==> config.mk <==
export PLATFORM = sky130hd
export DESIGN_NAME = first_fit_aligned_allocator_top
export DESIGN_NICKNAME = d
export VERILOG_FILES = /design/src/design/ffa_pkg.sv /design/src/design/ffa_ram.sv /design/src/design/ffa_ctrl.sv /design/src/design/first_fit_aligned_allocator_top.sv
export SDC_FILE = /design/constraint.sdc
export NUM_CORES = 2
export LEC_CHECK = 0
export BUFFER_PORTS_ARGS = -buffer_cell sky130_fd_sc_hd__clkbuf_2
export CAP_MARGIN = 10
export CORE_MARGIN = 5
export CORE_UTILIZATION = 50
export DETAILED_ROUTE_END_ITERATION = 12
export GPL_TIMING_DRIVEN = 0
export PLACE_DENSITY = 0.75
export SLEW_MARGIN = 20
export SYNTH_ARGS = -nofsm -noshare
export SYNTH_HDL_FRONTEND = slang
export SYNTH_SLANG_ARGS = --single-unit
==> constraint.sdc <==
create_clock -name clk -period 20.1 [get_ports clk]
set_input_delay 1.005 -clock clk [delete_from_list [all_inputs] [get_ports clk]]
set_output_delay 1.005 -clock clk [all_outputs]
set_load 0.005 [all_outputs]
==> src/design/ffa_pkg.sv <==
package ffa_pkg;

	// Sizes of the tables and of the address space.
	localparam int ADDR_W = 16;
	localparam int MAX_EXTENTS = 16;
	localparam int MAX_RECORDS = 16;
	localparam int HEADER_BYTES = 8;
	localparam int MIN_FREE_BYTES = 8;

	// Derived widths.
	localparam int EXT_IW = $clog2(MAX_EXTENTS);
	localparam int CNT_W = $clog2(MAX_EXTENTS + 1);
	localparam int REC_IW = (MAX_RECORDS > 1) ? $clog2(MAX_RECORDS) : 1;
	localparam int REC_CW = $clog2(MAX_RECORDS + 1);
	localparam int WIDE_W = ADDR_W + 2;
	localparam int CFG_IDX_W = 1;

	// Command codes.
	localparam logic CMD_ALLOC = 1'b0;
	localparam logic CMD_FREE = 1'b1;

	// Status codes.
	localparam logic [2:0] ST_OK = 3'd0;
	localparam logic [2:0] ST_INVALID = 3'd1;
	localparam logic [2:0] ST_NO_FIT = 3'd2;
	localparam logic [2:0] ST_FULL = 3'd3;
	localparam logic [2:0] ST_UNKNOWN = 3'd4;

	// Register indexes.
	localparam logic [CFG_IDX_W-1:0] REG_HEAP_BASE = 1'b0;
	localparam logic [CFG_IDX_W-1:0] REG_HEAP_LENGTH = 1'b1;

	typedef struct packed {
		logic command;
		logic [15:0] request_size;
		logic [15:0] alignment;
		logic [15:0] free_address;
	} request_t;

	typedef struct packed {
		logic [15:0] payload_address;
		logic [2:0] status;
	} response_t;

	typedef struct packed {
		logic [15:0] base;
		logic [15:0] length;
	} heap_cfg_t;

	// One free extent.
	typedef struct packed {
		logic [ADDR_W-1:0] start;
		logic [ADDR_W-1:0] length;
	} ext_t;

	// One allocation record.
	typedef struct packed {
		logic [ADDR_W-1:0] payload;
		logic [ADDR_W-1:0] length;
		logic [ADDR_W-1:0] offset;
	} rec_t;

	typedef struct packed {
		logic we;
		logic [EXT_IW-1:0] waddr;
		ext_t wdata;
		logic [EXT_IW-1:0] raddr;
	} ext_port_t;

	typedef struct packed {
		logic we;
		logic [REC_IW-1:0] waddr;
		rec_t wdata;
		logic [REC_IW-1:0] raddr;
	} rec_port_t;

endpackage

==> src/design/ffa_ram.sv <==
module ffa_ram #(
	parameter int WIDTH = 32,
	parameter int DEPTH = 16
) (
	input logic clk,
	input logic we,
	input logic [((DEPTH > 1) ? $clog2(DEPTH) : 1)-1:0] waddr,
	input logic [WIDTH-1:0] wdata,
	input logic [((DEPTH > 1) ? $clog2(DEPTH) : 1)-1:0] raddr,
	output logic [WIDTH-1:0] rdata
);
	logic [WIDTH-1:0] mem [DEPTH];

	// One write port and one registered read port.
	always_ff @(posedge clk) begin
		if (we) begin
			mem[waddr] <= wdata;
		end
		rdata <= mem[raddr];
	end
endmodule

==> src/design/ffa_ctrl.sv <==
module ffa_ctrl (
	input logic clk,
	input logic arst_n,
	input logic start,
	input ffa_pkg::request_t request,
	output logic busy,
	output logic done,
	output ffa_pkg::response_t response,
	input logic setup_req,
	input ffa_pkg::heap_cfg_t heap_cfg,
	output ffa_pkg::ext_port_t ext_port,
	input ffa_pkg::ext_t ext_rdata,
	output ffa_pkg::rec_port_t rec_port,
	input ffa_pkg::rec_t rec_rdata
);
	import ffa_pkg::*;

	typedef enum logic [13:0] {
		S_SETUP = 14'b00000000000001,
		S_IDLE  = 14'b00000000000010,
		S_A_RD  = 14'b00000000000100,
		S_A_MEM = 14'b00000000001000,
		S_A_CHK = 14'b00000000010000,
		S_F_RRD = 14'b00000000100000,
		S_F_REV = 14'b00000001000000,
		S_F_ERD = 14'b00000010000000,
		S_F_EEV = 14'b00000100000000,
		S_F_DEC = 14'b00001000000000,
		S_SH_RD = 14'b00010000000000,
		S_SH_WR = 14'b00100000000000,
		S_WR0   = 14'b01000000000000,
		S_WR1   = 14'b10000000000000
	} state_t;

	state_t state_q;
	logic fin_q;
	request_t req_q;
	logic [CNT_W-1:0] cnt_q, cnt_next_q, k_q, c_q, e_q;
	logic up_q;
	logic [ADDR_W-1:0] s_q, l_q, prev_s_q, prev_l_q, bs_q, bl_q;
	logic [ADDR_W:0] prev_end_q;
	logic [WIDE_W-1:0] mem_q;
	logic at_end_q;
	logic [REC_CW-1:0] r_q;
	logic [REC_IW-1:0] rhit_q, rfree_q;
	logic [MAX_RECORDS-1:0] valid_q;
	logic wr0_v_q, wr1_v_q;
	logic [EXT_IW-1:0] wr0_a_q, wr1_a_q;
	ext_t wr0_d_q, wr1_d_q;
	rec_t rec_new_q;
	logic commit_q;
	logic [2:0] status_q;
	logic [ADDR_W-1:0] addr_q;
	logic done_q;
	response_t resp_q;

	// Heap window after clipping to the address space.
	logic [ADDR_W:0] room;
	logic [ADDR_W-1:0] clip_len;
	assign room = (ADDR_W+1)'(1 << ADDR_W) - {1'b0, heap_cfg.base};
	assign clip_len = ({1'b0, heap_cfg.length} > room) ? room[ADDR_W-1:0] : heap_cfg.length;

	// Request checks.
	logic [15:0] align_m1;
	logic req_invalid;
	assign align_m1 = request.alignment - 16'd1;
	assign req_invalid = (request.request_size == '0) || (request.alignment == '0)
		|| ((request.alignment & align_m1) != '0);

	// First free record slot.
	logic [REC_IW-1:0] rfree;
	logic rfull;
	always_comb begin
		rfree = '0;
		rfull = 1'b1;
		for (int i = MAX_RECORDS - 1; i >= 0; i--) begin
			if (!valid_q[i]) begin
				rfree = REC_IW'(i);
				rfull = 1'b0;
			end
		end
	end

	// Aligned payload placement inside the extent just read.
	logic [WIDE_W-1:0] mem_calc;
	assign mem_calc = ({2'b0, ext_rdata.start} + WIDE_W'(HEADER_BYTES)
		+ {2'b0, req_q.alignment} - WIDE_W'(1))
		& ~{2'b0, req_q.alignment - 16'd1};

	// Fit test and split of the chosen extent.
	logic [WIDE_W-1:0] off, after, lead;
	logic fit, ka, kb, mp_a, kbn;
	logic [CNT_W:0] newcount;
	assign off = mem_q - {2'b0, s_q};
	assign fit = (off <= {2'b0, l_q}) && (({2'b0, l_q} - off) >= {2'b0, req_q.request_size});
	assign after = {2'b0, s_q} + {2'b0, l_q} - mem_q - {2'b0, req_q.request_size};
	assign lead = off - WIDE_W'(HEADER_BYTES);
	assign ka = after >= WIDE_W'(MIN_FREE_BYTES);
	assign kb = lead >= WIDE_W'(MIN_FREE_BYTES);
	assign mp_a = kb && (k_q != '0) && (prev_end_q == {1'b0, s_q});
	assign kbn = kb && !mp_a;
	assign newcount = {1'b0, cnt_q} + (CNT_W+1)'(ka) + (CNT_W+1)'(kbn) - (CNT_W+1)'(1);

	// Neighbour tests for a block being freed.
	logic mp_f, mn_f;
	logic [ADDR_W:0] blk_end;
	assign blk_end = {1'b0, bs_q} + {1'b0, bl_q};
	assign mp_f = (k_q != '0) && (prev_end_q == {1'b0, bs_q});
	assign mn_f = !at_end_q && (blk_end == {1'b0, s_q});

	logic [CNT_W-1:0] k_p1, k_m1, cnt_m1, sh_waddr;
	assign k_p1 = k_q + CNT_W'(1);
	assign k_m1 = k_q - CNT_W'(1);
	assign cnt_m1 = cnt_q - CNT_W'(1);
	assign sh_waddr = up_q ? (c_q + CNT_W'(1)) : (c_q - CNT_W'(1));

	// Memory port drive.
	always_comb begin
		ext_port = '0;
		rec_port = '0;
		case (state_q)
			S_SETUP: begin
				ext_port.we = 1'b1;
				ext_port.wdata = '{start: heap_cfg.base, length: clip_len};
			end
			S_A_RD, S_F_ERD: ext_port.raddr = k_q[EXT_IW-1:0];
			S_SH_RD: ext_port.raddr = c_q[EXT_IW-1:0];
			S_SH_WR: begin
				ext_port.we = 1'b1;
				ext_port.waddr = sh_waddr[EXT_IW-1:0];
				ext_port.wdata = ext_rdata;
			end
			S_WR0: begin
				ext_port.we = wr0_v_q;
				ext_port.waddr = wr0_a_q;
				ext_port.wdata = wr0_d_q;
			end
			S_WR1: begin
				ext_port.we = wr1_v_q;
				ext_port.waddr = wr1_a_q;
				ext_port.wdata = wr1_d_q;
			end
			default: ext_port = '0;
		endcase
		rec_port.raddr = r_q[REC_IW-1:0];
		rec_port.waddr = rfree_q;
		rec_port.wdata = rec_new_q;
		rec_port.we = fin_q && commit_q && (req_q.command == CMD_ALLOC);
	end

	// Sequencer: scan, shift, patch and commit.
	always_ff @(posedge clk or negedge arst_n) begin
		if (!arst_n) begin
			state_q <= S_SETUP;
			fin_q <= 1'b0;
			cnt_q <= CNT_W'(1);
			valid_q <= '0;
			done_q <= 1'b0;
			commit_q <= 1'b0;
		end else begin
			done_q <= 1'b0;
			fin_q <= 1'b0;
			if (fin_q) begin
				// Commit the new table size and record state, then report.
				done_q <= 1'b1;
				resp_q.status <= status_q;
				resp_q.payload_address <= (status_q == ST_OK) ? addr_q : '0;
				if (commit_q) begin
					cnt_q <= cnt_next_q;
					if (req_q.command == CMD_ALLOC) begin
						valid_q[rfree_q] <= 1'b1;
					end else begin
						valid_q[rhit_q] <= 1'b0;
					end
				end
				state_q <= S_IDLE;
			end else begin
				case (state_q)
					S_SETUP: begin
						cnt_q <= CNT_W'(1);
						valid_q <= '0;
						// A further register write restarts the set-up.
						if (!setup_req) begin
							state_q <= S_IDLE;
						end
					end
					S_IDLE: begin
						commit_q <= 1'b0;
						addr_q <= '0;
						k_q <= '0;
						r_q <= '0;
						req_q <= request;
						if (setup_req) begin
							state_q <= S_SETUP;
						end else if (start) begin
							if (request.command == CMD_ALLOC) begin
								if (req_invalid) begin
									status_q <= ST_INVALID;
									fin_q <= 1'b1;
								end else begin
									state_q <= S_A_RD;
								end
							end else if (request.free_address == '0) begin
								status_q <= ST_OK;
								fin_q <= 1'b1;
							end else begin
								state_q <= S_F_RRD;
							end
						end
					end
					S_A_RD: begin
						if (k_q == cnt_q) begin
							status_q <= ST_NO_FIT;
							fin_q <= 1'b1;
						end else begin
							state_q <= S_A_MEM;
						end
					end
					S_A_MEM: begin
						s_q <= ext_rdata.start;
						l_q <= ext_rdata.length;
						mem_q <= mem_calc;
						state_q <= S_A_CHK;
					end
					S_A_CHK: begin
						if (!fit) begin
							prev_s_q <= s_q;
							prev_l_q <= l_q;
							prev_end_q <= {1'b0, s_q} + {1'b0, l_q};
							k_q <= k_p1;
							state_q <= S_A_RD;
						end else if ((newcount > (CNT_W+1)'(MAX_EXTENTS)) || rfull) begin
							status_q <= ST_FULL;
							fin_q <= 1'b1;
						end else begin
							status_q <= ST_OK;
							commit_q <= 1'b1;
							addr_q <= mem_q[ADDR_W-1:0];
							cnt_next_q <= newcount[CNT_W-1:0];
							rfree_q <= rfree;
							rec_new_q.payload <= mem_q[ADDR_W-1:0];
							rec_new_q.length <= req_q.request_size + ADDR_W'(HEADER_BYTES)
								+ (ka ? '0 : after[ADDR_W-1:0]);
							rec_new_q.offset <= kb ? '0 : lead[ADDR_W-1:0];
							// Gap before the payload.
							wr0_v_q <= kb;
							wr0_a_q <= mp_a ? k_m1[EXT_IW-1:0] : k_q[EXT_IW-1:0];
							wr0_d_q.start <= mp_a ? prev_s_q : s_q;
							wr0_d_q.length <= mp_a ? (prev_l_q + lead[ADDR_W-1:0])
								: lead[ADDR_W-1:0];
							// Remainder after the payload.
							wr1_v_q <= ka;
							wr1_a_q <= kbn ? k_p1[EXT_IW-1:0] : k_q[EXT_IW-1:0];
							wr1_d_q.start <= mem_q[ADDR_W-1:0] + req_q.request_size;
							wr1_d_q.length <= after[ADDR_W-1:0];
							// Entries behind the chosen one move by the size change.
							up_q <= ka && kbn;
							c_q <= (ka && kbn) ? cnt_m1 : k_p1;
							e_q <= (ka && kbn) ? k_p1 : cnt_m1;
							if ((ka != kbn) || (k_p1 >= cnt_q)) begin
								state_q <= S_WR0;
							end else begin
								state_q <= S_SH_RD;
							end
						end
					end
					S_F_RRD: begin
						if (r_q == REC_CW'(MAX_RECORDS)) begin
							status_q <= ST_UNKNOWN;
							fin_q <= 1'b1;
						end else begin
							state_q <= S_F_REV;
						end
					end
					S_F_REV: begin
						if (valid_q[r_q[REC_IW-1:0]]
							&& (rec_rdata.payload == req_q.free_address)) begin
							rhit_q <= r_q[REC_IW-1:0];
							bs_q <= rec_rdata.payload - ADDR_W'(HEADER_BYTES)
								- rec_rdata.offset;
							bl_q <= rec_rdata.length + rec_rdata.offset;
							state_q <= S_F_ERD;
						end else begin
							r_q <= r_q + REC_CW'(1);
							state_q <= S_F_RRD;
						end
					end
					S_F_ERD: begin
						if (k_q == cnt_q) begin
							at_end_q <= 1'b1;
							state_q <= S_F_DEC;
						end else begin
							state_q <= S_F_EEV;
						end
					end
					S_F_EEV: begin
						s_q <= ext_rdata.start;
						l_q <= ext_rdata.length;
						if (ext_rdata.start >= bs_q) begin
							at_end_q <= 1'b0;
							state_q <= S_F_DEC;
						end else begin
							prev_s_q <= ext_rdata.start;
							prev_l_q <= ext_rdata.length;
							prev_end_q <= {1'b0, ext_rdata.start} + {1'b0, ext_rdata.length};
							k_q <= k_p1;
							state_q <= S_F_ERD;
						end
					end
					S_F_DEC: begin
						wr1_v_q <= 1'b0;
						wr0_v_q <= 1'b1;
						up_q <= 1'b0;
						c_q <= k_p1;
						e_q <= cnt_m1;
						if (!mp_f && !mn_f && (cnt_q >= CNT_W'(MAX_EXTENTS))) begin
							status_q <= ST_FULL;
							fin_q <= 1'b1;
						end else begin
							status_q <= ST_OK;
							commit_q <= 1'b1;
							state_q <= S_WR0;
							cnt_next_q <= cnt_q;
							if (mp_f) begin
								wr0_a_q <= k_m1[EXT_IW-1:0];
								wr0_d_q.start <= prev_s_q;
								wr0_d_q.length <= mn_f ? (prev_l_q + bl_q + l_q)
									: (prev_l_q + bl_q);
								if (mn_f) begin
									cnt_next_q <= cnt_m1;
									if (k_p1 < cnt_q) begin
										state_q <= S_SH_RD;
									end
								end
							end else if (mn_f) begin
								wr0_a_q <= k_q[EXT_IW-1:0];
								wr0_d_q.start <= bs_q;
								wr0_d_q.length <= l_q + bl_q;
							end else begin
								wr0_a_q <= k_q[EXT_IW-1:0];
								wr0_d_q.start <= bs_q;
								wr0_d_q.length <= bl_q;
								cnt_next_q <= cnt_q + CNT_W'(1);
								up_q <= 1'b1;
								c_q <= cnt_m1;
								e_q <= k_q;
								if (k_q < cnt_q) begin
									state_q <= S_SH_RD;
								end
							end
						end
					end
					S_SH_RD: state_q <= S_SH_WR;
					S_SH_WR: begin
						if (c_q == e_q) begin
							state_q <= S_WR0;
						end else begin
							c_q <= up_q ? (c_q - CNT_W'(1)) : (c_q + CNT_W'(1));
							state_q <= S_SH_RD;
						end
					end
					S_WR0: state_q <= S_WR1;
					S_WR1: fin_q <= 1'b1;
					default: state_q <= S_IDLE;
				endcase
			end
		end
	end

	assign busy = (state_q != S_IDLE) || fin_q;
	assign done = done_q;
	assign response = resp_q;

`ifndef SYNTHESIS
	// One word per request: the result strobe is never held high.
	a_single_strobe: assert property (@(posedge clk) disable iff (!arst_n)
		done_q |=> !done_q)
		else $error("result strobe held for two cycles");

	// The extent table never grows past its capacity.
	a_cnt_bound: assert property (@(posedge clk) disable iff (!arst_n)
		cnt_q <= CNT_W'(MAX_EXTENTS))
		else $error("extent count beyond capacity");

	// A committed allocate takes a record slot that was free.
	a_rec_free: assert property (@(posedge clk) disable iff (!arst_n)
		(fin_q && commit_q && (req_q.command == CMD_ALLOC)) |-> !valid_q[rfree_q])
		else $error("allocation record slot already in use");

	// A failed request leaves the tables untouched.
	a_no_commit_on_error: assert property (@(posedge clk) disable iff (!arst_n)
		(fin_q && (status_q != ST_OK)) |-> !commit_q)
		else $error("error status with committed change");
`endif
endmodule

==> src/design/first_fit_aligned_allocator_top.sv <==
// Channel   | Handshake               | Word
// ----------+-------------------------+-------------------------------------
// request   | start high, busy low    | command, request_size, alignment,
//           |                         | free_address
// response  | done strobe, one cycle  | payload_address, status
// config    | cfg_we high             | cfg_index, cfg_wdata
//
// Allocate reads the extents one at a time in the first-fit scan, then shifts the table
// entries behind the chosen one and writes the split extent; free searches the records,
// then the extents, shifts entries and writes the merged or new extent.
// The single read port of the extent memory makes every scan and shift go entry by entry.
// After reset or a register write while idle, the set-up state writes the initial extent while busy is high.
// The receiver cannot stall: each result is offered for one cycle only.
module first_fit_aligned_allocator_top (
	input logic clk,
	input logic arst_n,
	input logic start,
	input ffa_pkg::request_t request,
	output logic busy,
	output logic done,
	output ffa_pkg::response_t response,
	input logic cfg_we,
	input logic [ffa_pkg::CFG_IDX_W-1:0] cfg_index,
	input logic [15:0] cfg_wdata
);
	import ffa_pkg::*;

	heap_cfg_t cfg_q;
	ext_port_t ext_port;
	ext_t ext_rdata;
	rec_port_t rec_port;
	rec_t rec_rdata;
	logic [$bits(ext_t)-1:0] ext_rd_raw;
	logic [$bits(rec_t)-1:0] rec_rd_raw;

	// Heap window registers.
	always_ff @(posedge clk or negedge arst_n) begin
		if (!arst_n) begin
			cfg_q.base <= 16'd0;
			cfg_q.length <= 16'd65535;
		end else if (cfg_we) begin
			case (cfg_index)
				REG_HEAP_BASE: cfg_q.base <= cfg_wdata;
				REG_HEAP_LENGTH: cfg_q.length <= cfg_wdata;
				default: cfg_q <= cfg_q;
			endcase
		end
	end

	ffa_ctrl u_ctrl (
		.clk(clk),
		.arst_n(arst_n),
		.start(start),
		.request(request),
		.busy(busy),
		.done(done),
		.response(response),
		.setup_req(cfg_we),
		.heap_cfg(cfg_q),
		.ext_port(ext_port),
		.ext_rdata(ext_rdata),
		.rec_port(rec_port),
		.rec_rdata(rec_rdata)
	);

	// Free extent table.
	ffa_ram #(.WIDTH($bits(ext_t)), .DEPTH(MAX_EXTENTS)) u_ext_ram (
		.clk(clk),
		.we(ext_port.we),
		.waddr(ext_port.waddr),
		.wdata(ext_port.wdata),
		.raddr(ext_port.raddr),
		.rdata(ext_rd_raw)
	);
	assign ext_rdata = ext_rd_raw;

	// Allocation record table.
	ffa_ram #(.WIDTH($bits(rec_t)), .DEPTH(MAX_RECORDS)) u_rec_ram (
		.clk(clk),
		.we(rec_port.we),
		.waddr(rec_port.waddr),
		.wdata(rec_port.wdata),
		.raddr(rec_port.raddr),
		.rdata(rec_rd_raw)
	);
	assign rec_rdata = rec_rd_raw;
endmodule
==> impl_metrics.tcl <==
set metrics [dict create \
    status "finished clean" \
    crit_type "reg -> reg" \
    dieArea_um2 178000 \
    reg2reg_slack_ns 9.29 \
    mostFrequentLayoutCells "edfxtp_1 (1655), nand2_1 (550), ha_1 (367), inv_1 (280), nor2_1 (251)" \
    place_hpwl_mm 188 \
    max_freq_ghz 0.0925 \
    synth_area_um2 84900 \
    final_max_slew_viol_count 0 \
    synth-edff-count 1655 \
    nFillCells 12721 \
    rsz0062_at_grt "false" \
    wl_mm 261 \
    synth-seq-cells 1805 \
    end_kind "flip-flop" \
    slowest_delay_ns 0.86 \
    drcViolationCount 0 \
    hp-class "in -> async" \
    final-hold-violation-count 0 \
    placed_area_um2 90600 \
    portBuffers 89 \
    cts_resized 0 \
    crit_path_max_fanout 8 \
    synth-seq-area-share 0.625 \
    nets 6946 \
    timing.final.crit_share 0.538 \
    grt_usage 0.289 \
    postCtsSetupBuffers 0 \
    comb_power_share 0.236 \
    cts_tree "built" \
    vias_per_cell 6.39 \
    setup.worst_path.start "u_ctrl.l_q[1]" \
    grt_max_degree 45 \
    p_int_uw 7230 \
    core_area_um2 169000 \
    power_density_nw_per_um2 108 \
    layout_commonest_cell "edfxtp_1" \
    synth_top_family_by_area "compound AO/OA/AOI/OAI gates" \
    dr.pass1.iters 6 \
    first_global_vias 55696 \
    syn_inst 6052 \
    worstReg2RegStart "u_ctrl.l_q[1]" \
    tightest_slew_ns 1.19 \
    min_period_ns 10.81 \
    power_frac_seq 0.439 \
    switching_share 0.307 \
    cp_slowest_cell "nor4_2" \
    dr.first_iter.drc_count 8119 \
    wire_per_inst_um 29.5 \
    ys_async_sr_fraction 0.0388 \
    layout-drive-gt1-share 0.143 \
    fp-row-count 151 \
    synthFlopType "edfxtp_1" \
    yosysWarnings 0 \
    crit_required_ns 20.66 \
    r2r_cells 35 \
    crit_end "u_ctrl.rec_port[41]" \
    setup_viol 0 \
    cp-start-kind "flip-flop" \
    ant_nets 0 \
    synth-xor-area-share 0.0346 \
    overflow 0 \
    grt_pass1_wl_mm 378 \
    cts_made_buffers 178 \
    p_leak_uw 0.0340 \
    irDropWorstVdd_uv 93.6 \
    cap_violations 0 \
    start_util 0.502 \
    synth_fa_ha_area_frac 0.0623 \
    clkTransAtPathRegs_ns 0.06 \
    htreeDepth 4 \
    relSlewSlack 0.187 \
    r2r_end "u_ctrl.rec_port[41]" \
    dieHeight_um 422 \
    cts-root-buf "clkbuf_16" \
    max-clock-path-buffers 3 \
    cts_sinks 1805 \
    clkPwrFrac 0.326 \
    insertion_delay_ns 0.86 \
    postLayoutCellArea_um2 96700 \
    gp_congestion 1.03 \
    cp.arrival_ns 11.37 \
    crit_top_cell "buf_2" \
    pin_count 91 \
    synthSimpleGateAreaFrac 0.0843 \
    synth_compound_area_frac 0.0944 \
    antenna_found_initial 16 \
    postCtsHoldBufs 0 \
    yosysUniqueCellTypes 111 \
    switchingPower_uw 3200 \
    fin_hold_ws_ns 0.123 \
    avgSynthCellArea_um2 14.0 \
    muxShareOfSynthArea 0.0741 \
    die_w_um 422 \
    syn_to_final_growth_pct 13.9 \
    vias 56606 \
    finClkSkew_ns 0.0966 \
]
-- worst max-delay path, delay by kind of cell (launching register included) --
kind / cells / cell delay, ns
buf+inv: 9 / 1.99
xor+xnor: 2 / 0.51
fa+ha+maj: 5 / 2.04
flops: 1 / 0.69
simple gates: 8 / 2.39
mux: 1 / 0.14
compound gates: 10 / 2.72
-- routing by layer --
layer,GRT usage,part of all wire,vias to the layer above
met5,0,0.000034,-
met4,0.145,0.059,2
met3,0.0594,0.11,651
met2,0.453,0.46,3722
met1,0.388,0.38,28224
li1,-,-,24007
-- power by group through the flow --
stage / registers (µW) / logic [µW] / clock network (µW)
CTS: 4560 / 2410 / 3420
finish: 4580 / 2460 / 3400
global placement: 4640 / 2270 / 0
global route: 4570 / 2660 / 3590
detailed placement: 4640 / 2370 / 0
floorplan: 4500 / 1660 / 0
-- synth_stat cells (31+ instances only) --
master / number / area share
ha_1: 367 / 0.054
o21a_1: 43 / 0.0038
edfxtp_1: 1655 / 0.59
inv_1: 280 / 0.012
o21ai_0: 182 / 0.011
dfxtp_1: 80 / 0.019
mux4_2: 245 / 0.065
clkbuf_1: 197 / 0.0087
a31oi_1: 104 / 0.0077
dfrtp_1: 52 / 0.015
nor2b_1: 50 / 0.0037
nor4_1: 35 / 0.0026
nor3_1: 93 / 0.0055
and2_1: 181 / 0.013
mux2i_1: 37 / 0.0044
a21oi_1: 235 / 0.014
xnor2_1: 217 / 0.022
fa_1: 31 / 0.0073
a211oi_1: 185 / 0.016
nand2_1: 550 / 0.024
mux2_2: 35 / 0.0046
xor2_1: 114 / 0.012
a22oi_1: 45 / 0.0040
nand2b_1: 49 / 0.0036
nor2_1: 283 / 0.013
a311oi_1: 66 / 0.0068
a21o_1: 61 / 0.0054
nand3_1: 70 / 0.0041
-- flip-flops by register name (all words and copies together), names as in the netlist, 32 cells and up --
signal           flops
u_ctrl.rec_port     48
u_ctrl.req_q        49
u_ctrl.wr0_d_q      32
u_rec_ram.mem      768
u_ext_ram.mem      512
u_ctrl.wr1_d_q      32
u_ext_ram.rdata     32
cfg_q               32
u_rec_ram.rdata     48
-- how the worst min path moves through the flow --
stage                 startpoint  cells after the start           to  slack (ns)
CTS                       arst_n                      1    cfg_q[19]        0.08
detailed placement  u_ctrl.fin_q                      0  u_ctrl.done        0.36
global route              arst_n                      1    cfg_q[26]        0.13
floorplan           u_ctrl.fin_q                      0  u_ctrl.done        0.35
global placement    u_ctrl.fin_q                      0  u_ctrl.done        0.36
finish                    arst_n                      1    cfg_q[25]        0.12
-- per-stage QoR --
| stage | TNS, ns | total power [µW] | std cells | utilization | worst slack [ns] |
|---|---|---|---|---|---|
| floorplan | 0 | 6160 | 6075 | - | 4.24 |
| global placement | -628.80 | 6910 | 8382 | 0.522 | -7.17 |
| detailed placement | 0 | 7010 | 8515 | 0.536 | 9.64 |
| CTS | 0 | 10400 | 8849 | 0.571 | 9.56 |
| global route | 0 | 10800 | 8852 | 0.572 | 8.94 |
| finish | 0 | 10400 | 8861 | 0.572 | 9.29 |
-- kinds of logic (layout without fill, tap and decap cells) --
| kind of cell | after synthesis | after routing |
|---|---|---|
| other | 2 | 36 |
| multiplexers | 318 | 318 |
| XOR/XNOR | 333 | 333 |
| buffers and inverters | 544 | 1101 |
| flip-flops | 1805 | 1805 |
| AND/OR/NAND/NOR | 1479 | 1479 |
| adder cells (fa/ha/maj) | 406 | 406 |
| AO/OA/AOI/OAI | 1165 | 1165 |
-- cell type report --
class / instances / area (µm²) / area share
Sequential cell: 1805 / 53100 / 0.549
Clock inverter: 96 / 1160 / 0.0120
Antenna cell: 11 / 27.5 / 0.000285
Inverter: 282 / 1060 / 0.0109
Tap cell: 2218 / 2780 / 0.0287
Buffer: 262 / 1080 / 0.0112
Clock buffer: 238 / 4810 / 0.0497
Multi-Input combinational cell: 3726 / 30100 / 0.312
Timing Repair Buffer: 223 / 2540 / 0.0263
(Power assumes the default switching activity.)
